==> src/design/bldr_pkg.sv <==
`default_nettype none
package bldr_pkg;
    localparam logic [2:0] PH_HEADER  = 3'd0;
    localparam logic [2:0] PH_RAW     = 3'd1;
    localparam logic [2:0] PH_COUNTER = 3'd2;
    localparam logic [2:0] PH_NUMBER  = 3'd3;
    localparam logic [2:0] PH_LITERAL = 3'd4;
    localparam logic [2:0] PH_COPY    = 3'd5;

    localparam logic [1:0] FN_PUSH = 2'd0;
    localparam logic [1:0] FN_TICK = 2'd1;
    localparam logic [1:0] FN_END  = 2'd2;

    localparam logic [1:0] KIND_BYTE    = 2'd0;
    localparam logic [1:0] KIND_STATUS  = 2'd1;
    localparam logic [1:0] KIND_REFUSED = 2'd2;

    localparam logic [2:0] ST_OK     = 3'd0;
    localparam logic [2:0] ST_SHORT  = 3'd1;
    localparam logic [2:0] ST_NODATA = 3'd2;
    localparam logic [2:0] ST_REF    = 3'd3;
    localparam logic [2:0] ST_OVER   = 3'd4;
    localparam logic [2:0] ST_TRUNC  = 3'd5;

    localparam logic [1:0] CFG_WIDTH  = 2'd0;
    localparam logic [1:0] CFG_HEIGHT = 2'd1;
    localparam logic [1:0] CFG_BIGEND = 2'd2;

    localparam int HEADER_LEN = 132;

    // controller to datapath
    typedef struct packed {
        logic start;       // latch the item into the datapath
        logic clear_step;  // write one store entry during clearing
        logic clear_first; // begin clear pass
        logic emit;        // final stage: finish item
    } bldr_cmd_t;

    typedef struct packed {
        logic clear_done;
    } bldr_stat_t;
endpackage
`default_nettype wire

==> src/design/bldr_ctrl.sv <==
`default_nettype none
module bldr_ctrl import bldr_pkg::*; (
    input  wire logic       aclk,
    input  wire logic       aresetn,
    input  wire logic       in_fire,
    input  wire logic       out_free,
    input  wire bldr_stat_t stat,
    output bldr_cmd_t       cmd,
    output logic            in_ready
);
    localparam logic [1:0] S_CLEAR = 2'd0;
    localparam logic [1:0] S_IDLE  = 2'd1;
    localparam logic [1:0] S_READ  = 2'd2;
    localparam logic [1:0] S_EMIT  = 2'd3;

    logic [1:0] state_reg, state_next;
    logic       first_reg;

    always_ff @(posedge aclk) begin
        if (!aresetn) begin
            state_reg <= S_CLEAR;
            first_reg <= 1'b1;
        end else begin
            state_reg <= state_next;
            first_reg <= 1'b0;
        end
    end

    always_comb begin
        state_next = state_reg;
        cmd = '0;
        in_ready = 1'b0;
        unique case (state_reg)
            S_CLEAR: begin
                cmd.clear_step = 1'b1;
                cmd.clear_first = first_reg;
                if (stat.clear_done) state_next = S_IDLE;
            end
            S_IDLE: begin
                in_ready = 1'b1;
                if (in_fire) begin
                    cmd.start = 1'b1;
                    state_next = S_READ;
                end
            end
            S_READ: state_next = S_EMIT;
            S_EMIT: begin
                if (out_free) begin
                    cmd.emit = 1'b1;
                    state_next = S_IDLE;
                end
            end
            default: state_next = S_CLEAR;
        endcase
    end
endmodule
`default_nettype wire

==> config.mk <==
export PLATFORM = sky130hd
export DESIGN_NAME = bldr_ctrl
export DESIGN_NICKNAME = d
export VERILOG_FILES = /design/src/design/bldr_pkg.sv /design/src/design/bldr_ctrl.sv
export SDC_FILE = /design/constraint.sdc
export NUM_CORES = 1
export LEC_CHECK = 0
export ABC_CLOCK_PERIOD_IN_PS = 1700
export BUFFER_PORTS_ARGS = -buffer_cell sky130_fd_sc_hd__buf_2
export CAP_MARGIN = 20
export CORE_AREA = 3 3 40 42
export CTS_CLUSTER_DIAMETER = 80
export DETAILED_ROUTE_END_ITERATION = 7
export DIE_AREA = 0 0 43 45
export SLEW_MARGIN = 5
export SYNTH_ARGS = -nofsm -noshare
export SYNTH_HDL_FRONTEND = slang
export SYNTH_SLANG_ARGS = --single-unit
export TNS_END_PERCENT = 5
==> constraint.sdc <==
create_clock -name aclk -period 1.7 [get_ports aclk]
set_clock_uncertainty 0.2 [all_clocks]
set_input_delay 0.17 -clock aclk [delete_from_list [all_inputs] [get_ports aclk]]
set_output_delay 0.17 -clock aclk [all_outputs]
set_load 0.01 [all_outputs]
======== Word level (Yosys, flattened, before mapping) ========
Index checks and enable logic that the tools add are counted.
storage, ports and cells
  bits in registers ....................... 3
  input port bits ......................... 5
  output and inout port bits .............. 5
  word-level logic and storage cells ...... 21
cells by class
  equal/unequal tests ..................... 6
  mux-type cells .......................... 11
  reductions and logical operators ........ 2
operators by type and width
  cell                                                 number
  two-way mux 2 bit                                    4
  one-hot mux 2 bit (4 select lines)                   1
  two-way mux 1 bit                                    6
  != test 2 bit, second input constant                 3
  equality test 2 bit, second input constant           2
  AND reduction 3 bit                                  1
  equality test 2 x 1 -> 1 bit, second input constant  1
  logical NOT 2 bit                                    1

======== Depth between registers and ports, before layout ========
Gate-level depths: netlist of the first run.
  word-level depth ........................ 3
  depth in mapped cells ................... 4
  depth with buffers taken out ............ 4

======== Worst setup path before layout of the first run ========
No wires, ideal clock.
  path type ............................... reg-to-reg
  start ................................... register state_reg[1]
  end ..................................... register state_reg[0]
  library setup time ...................... 0.072 ns
  data arrival time ....................... 1.296 ns
  data required time ...................... 1.428 ns
  setup slack ............................. 0.132 ns
  stages on the path, launching flop included .. 5
  path buffers ............................ 0
  clock period less this slack ............ 1.568 ns
  cells stage by stage .................... dfxtp_1 -> inv_1 -> ha_1 -> a222oi_1 -> mux2i_1
on the way
  word-level cells in the longest chain between the ends .. 3
  elaborated cells between the ends (all ways) .. 9
  those cells by class .................... eq/ne: 6; mux: 1; reduce/logical: 2
RTL lines
  element                                            RTL line         source
  from (decl)                                        bldr_ctrl.sv:16  logic [1:0] state_reg, state_next;
  from (signal assigned)                             bldr_ctrl.sv:24  state_reg <= state_next;
  equality test 2 bit, or another cell as far along  bldr_ctrl.sv:33  unique case (state_reg)
  != test 2 bit (no source line)                     n/a
  AND reduction 3 bit (no source line)               n/a
Parallel ways exist; a longest one is shown, timed or not.
A chain may end at the register's enable or synchronous reset.

======== Worst setup path in the final report of the first run ========
Same ends and word-level chain as after synthesis.

==> reports/results.txt, run 1 <==
Routed wire per std cell: 6.92 microns
vias: 186
Starting Density: 15.6%
Area contributors post-synth: dfxtp_1 30%, ha_1 25%, inv_1 11%
Final Util: 24.1%
Critical Path Sink Type: register
startpoint types: register
net total in the final layout: 48
unrepaired setup endpoints after global routing: false
syn nets: 32
Placeable Area: 1280 sq um
post-synthesis sequential area ratio: 30.0%
Crit Path Max Fanout: 3
First-pass DRT Iterations: 4
Data required, critical path: 1.66 ns
I/O Pins: 10
Clock Sinks: 3
antenna viol nets, final: 0
CTS tree: yes
crit path max-delay cell type: dfxtp_2
CTS root buffer: clkbuf_4
Slew HR: 82.2%
Synth Warn #: 0
drt total wl: 367 microns
initial antenna violation count: 0
Final setup violation count: 0
Area Growth Syn to Fin: 54.4%
cell taking the most area after synthesis: dfxtp_1
worst-path cell chain: inv_1 > ha_1 > a222oi_1 > buf_4 > mux2i_1
pwr dens: 1330 nW/um^2
Global Route Usage Sum: 5.24%
first-pass GRT wire length: 696 microns
worst slew pin tran: 0.267 ns
H-tree depth: 1
fin crit share: 91.3%
synth unique cells: 9
DIE AREA: 1940 sq um
Tot Pwr: 0.412 mW
DRC errors left: 0
Synth Flop Type: dfxtp_1
GPL Wtd Cong: 0.641
Fmax achieved: 644 MHz
P_leak: 0.177 nW
peak supply drop: 0.000410 V
Worst Setup Path Type: reg2reg
CP arrival: 1.51 ns
TritonCTS Buffers: 3
Final Critical Period: 1.55 ns
Largest register FFs: 2
FFs w/ async S/R, synth: 0%
status: complete, no violations
clock buffer depth: 2
Tightest Hold Check Type: in2reg
Slew Limit Fails: 0
Yosys top cell area share: 30.0%
vias in the first global route: 178
grt total ovfl: 0
hold_ws: 0.230 ns
initial DRC count: 2
EDFF count, synth: 0
total negative setup slack: 0 ns
Skew-Pair Late Insertion Delay: 0.23 ns
Commonest cells post-synth: 6 x inv_1, 4 x ha_1, 3 x dfxtp_1, 3 x nand2_1
most frequent cell after synthesis: inv_1
Mapped Cells: 23
vias per std cell: 3.51
final hold vios: 0
# Post-CTS Setup Buffers: 0
#FFs+latches synth: 3
largest net degree at the start of global routing: 6
mapped cell area: 200 sq um
max_cap viols: 0
Post-Place Cells: 48
n_diodes: 0
crit-path leading delay family: flip-flops
die span in x: 43 microns
Worst-path clk slew: 0.04 ns
CP max stage delay: 0.33 ns
Port Buffers: 9
Die Y: 45 microns
fin cells: 53
Synth Area per Inst: 8.70 sq um
FP Rows: 13
WP buf/inv: 2
share of cells above drive strength 1: 39.5%
==> kinds of logic after synthesis <==
logic type,after synthesis,share of synthesized area (%)
AO/OA/AOI/OAI,1,5.00
AND/OR/NAND/NOR,7,18.8
multiplexers,2,10.0
buffers and inverters,6,11.2
adder cells (fa/ha/maj),4,25.0
flip-flops,3,30.0
==> worst register-to-register path: stages, from the launching register on <==
cell      delay (ns)
dfxtp_2         0.33
inv_1           0.07
ha_1            0.21
a222oi_1        0.33
buf_4           0.18
mux2i_1         0.16
==> per-stage QoR <==
step	area (sq um)	worst slack (ns)
finish	309	0.148
global route	309	0.0199
CTS	308	0.110
detailed placement	272	0.128
global placement	272	0.190
floorplan	200	0.132
==> final timing paths <==
path           startpoint           end  slack, ns  depth (start not counted)
max          state_reg[1]  state_reg[0]       0.15                          5
min reg2reg  state_reg[1]  state_reg[1]       0.26                          2
min                  stat  state_reg[1]       0.23                          5
max reg2reg  state_reg[1]  state_reg[0]       0.15                          5
==> layout by cell type, fill, tap and decap left out, drive strengths merged <==
cell,n
mux2i,2
and2,3
dlygate4sd3,1
a222oi,1
dfxtp,3
nand2b,1
inv,6
nand2,3
ha,4
buf,10
clkbuf,4
==> metal layers <==
metal	wire length [microns]	vias up	global-route usage, %
met2	127	8	5.99
met1	198	77	5.76
met3	41	0	3.98
li1	-	101	-
met5	0	-	0
met4	0	0	5.42
==> repair_timing <==
item	in CTS	in global routing
hold buffers	1	0
endpoints found under the setup margin	0	1
resized for setup	0	1
hold endpoints to repair	1	0
==> final cells by class <==
type / instances / area (sq um)
clock buffer: 4 / 26.3
fill: 135 / 976
inverter: 6 / 22.5
multi-input combinational: 14 / 118
sequential: 3 / 61.3
tap: 15 / 18.8
timing repair buffer: 11 / 62.6
==> power by group <==
group / switching [mW] / leakage, nW / internal, mW
clock: 0.0349 / 0.0150 / 0.0878
sequential: 0.0187 / 0.0254 / 0.0897
combinational: 0.0850 / 0.137 / 0.0958
Power figures use the tool's default switching activity.
==> run 2, diff against run 1 <==
ABC_AREA = 1   (was default)
CTS_BUF_LIST = sky130_fd_sc_hd__clkbuf_8   (was default)
==> reports/results.txt, run 2 <==
CP arrival: 1.11 ns
vias in the first global route: 160
hold_ws: 0.177 ns
initial antenna violation count: 0
TritonCTS Buffers: 3
CTS root buffer: clkbuf_8
FFs w/ async S/R, synth: 0%
CTS tree: yes
unrepaired setup endpoints after global routing: false
Commonest cells post-synth: 10 x inv_1, 10 x nand2_1, 4 x ha_1, 4 x nor2_1, 3 x dfxtp_1
startpoint types: register
post-synthesis adder-cell area fraction: 23.8%
mapped cell area: 210 sq um
Slew HR: 90.2%
Routed wire per std cell: 7.30 microns
total negative setup slack: 0 ns
post-synthesis mux area share: 0%
Global Route Usage Sum: 5.07%
pwr dens: 1690 nW/um^2
First-pass DRT Iterations: 2
Worst Setup Path Type: reg2out
Synth Warn #: 0
die span in x: 43 microns
Worst-path clk slew: 0.03 ns
DIE AREA: 1940 sq um
worst slew pin tran: 0.147 ns
Starting Density: 16.4%
Data required, critical path: 1.33 ns
setup slack after layout: 0.221 ns
Slew Limit Fails: 0
net total in the final layout: 56
Port Buffers: 9
status: complete, no violations
Mapped Cells: 32
fin crit share: 87.0%
#FFs+latches synth: 3
I/O Pins: 10
Placeable Area: 1280 sq um
Final setup violation count: 0
crit path max-delay cell type: dfxtp_1
EDFF count, synth: 0
Synth Area per Inst: 6.57 sq um
largest family of logic cells by synthesized area: simple AND/OR/NAND/NOR gates
max_cap viols: 0
vias: 207
Tot Pwr: 0.557 mW
largest net degree at the start of global routing: 5
P_leak: 0.220 nW
Fillers: 149
share of cells above drive strength 1: 28.3%
# Post-CTS Setup Buffers: 0
CP max stage delay: 0.37 ns
Die Y: 45 microns
drt total wl: 445 microns
final instance area: 329 sq um
final hold vios: 0
DRC errors left: 0
worst-path cell chain: inv_1 > ha_1 > nand2_1 > inv_1 > buf_2
Skew-Pair Late Insertion Delay: 0.21 ns
commonest non-fill, non-tap cell in the layout: inv_1
Fmax achieved: 676 MHz
most frequent cells in the layout: 11 x inv_1, 10 x nand2_1, 9 x buf_2
antenna viol nets, final: 0
FP Rows: 13
worst slack, placed: 0.373 ns
Clock Sinks: 3
initial DRC count: 1
Final Critical Period: 1.48 ns
Placed Instance Area: 274 sq um
WP buf/inv: 3
Compound-Gate Fraction of Synth Area: 0%
Area Growth Syn to Fin: 56.5%
Yosys top cell area share: 28.6%
cell taking the most area after synthesis: dfxtp_1
most used cell, CP: inv_1
Area contributors post-synth: dfxtp_1 29%, ha_1 24%, inv_1 18%
first-pass GRT wire length: 614 microns
Crit Path Max Fanout: 4
Post-Synth Simple-Gate Area: 29.8%
grt total ovfl: 0
Tightest Hold Check Type: in2reg
crit-path leading delay family: flip-flops
GPL Wtd Cong: 0.665
post-DP HPWL: 315 microns
H-tree depth: 1
Critical Path Sink Type: output pin
vias per std cell: 3.39
Synth Flop Type: dfxtp_1
XOR/XNOR share of the synthesized area: 0%
synth unique cells: 6
Largest register FFs: 2
post-synthesis sequential area ratio: 28.6%
n_diodes: 0
clock buffer depth: 2
peak supply drop: 0.000649 V
syn nets: 41
==> run 2: changes by cell type after synthesis, sizes merged, moves of 2 or more <==
cell | previous run | this run
nand2 | 3 | 10
and2 | 3 | 0
nor2 | 0 | 4
mux2i | 2 | 0
inv | 6 | 10
==> run 2: per-layer routing <==
layer | vias up | global-route usage, % | wire length (microns)
li1 | 117 | - | -
met1 | 80 | 4.33 | 175
met2 | 10 | 7.19 | 194
met3 | 0 | 7.57 | 74
met4 | 0 | 0 | 0
met5 | - | 0 | 0
==> run 2: worst paths after layout <==
path           startpoint      endpoint  slack, ns  depth (start not counted)
min                  stat  state_reg[0]       0.18                          6
max          state_reg[0]        cmd[1]       0.22                          5
max reg2reg  state_reg[0]  state_reg[1]       0.37                          7
min reg2reg  state_reg[0]  state_reg[0]       0.40                          4
==> run 2: timing repair <==
item,CTS,global route
hold buffers,1,0
gates resized for setup,0,0
endpoints found under the hold margin,1,0
==> run 2: cell families after synthesis <==
| group | count (synthesis) |
|---|---|
| and+or+nand+nor | 15 |
| buffers and inverters | 10 |
| adders and majority gates | 4 |
| DFF | 3 |
==> run 2: worst reg2reg max path: stages, from the launching register on <==
cell and delay, ns:
dfxtp_1 0.37, inv_1 0.08, ha_1 0.23, nand2_1 0.08, nand3_2 0.09, nand2_1 0.08, nand2_1 0.04, nor2_1 0.10
==> run 2: power breakdown <==
group | switching, mW | total, mW | internal, mW
clock network | 0.0481 | 0.202 | 0.154
logic | 0.144 | 0.242 | 0.0983
registers | 0.0181 | 0.113 | 0.0950
total | 0.210 | 0.557 | 0.347
==> run 2: cell type report <==
cell class              count  area, sq um  share of cell area (%)
flip-flops and latches      3         60.1                    18.3
clock buffers               3         41.3                    12.5
repair buffers             10         55.1                    16.7
well taps                  15         18.8                    5.70
inverters                  10         37.5                    11.4
multi-input cells          19          113                    34.2
clock inverters             1         3.75                    1.14
==> run 2: metrics by stage <==
step / util [%] / std cells
finish: 25.6 / 61
global route: 25.6 / 61
CTS: 25.6 / 61
floorplan: - / 32
global placement: 21.3 / 56
detailed placement: 21.3 / 56
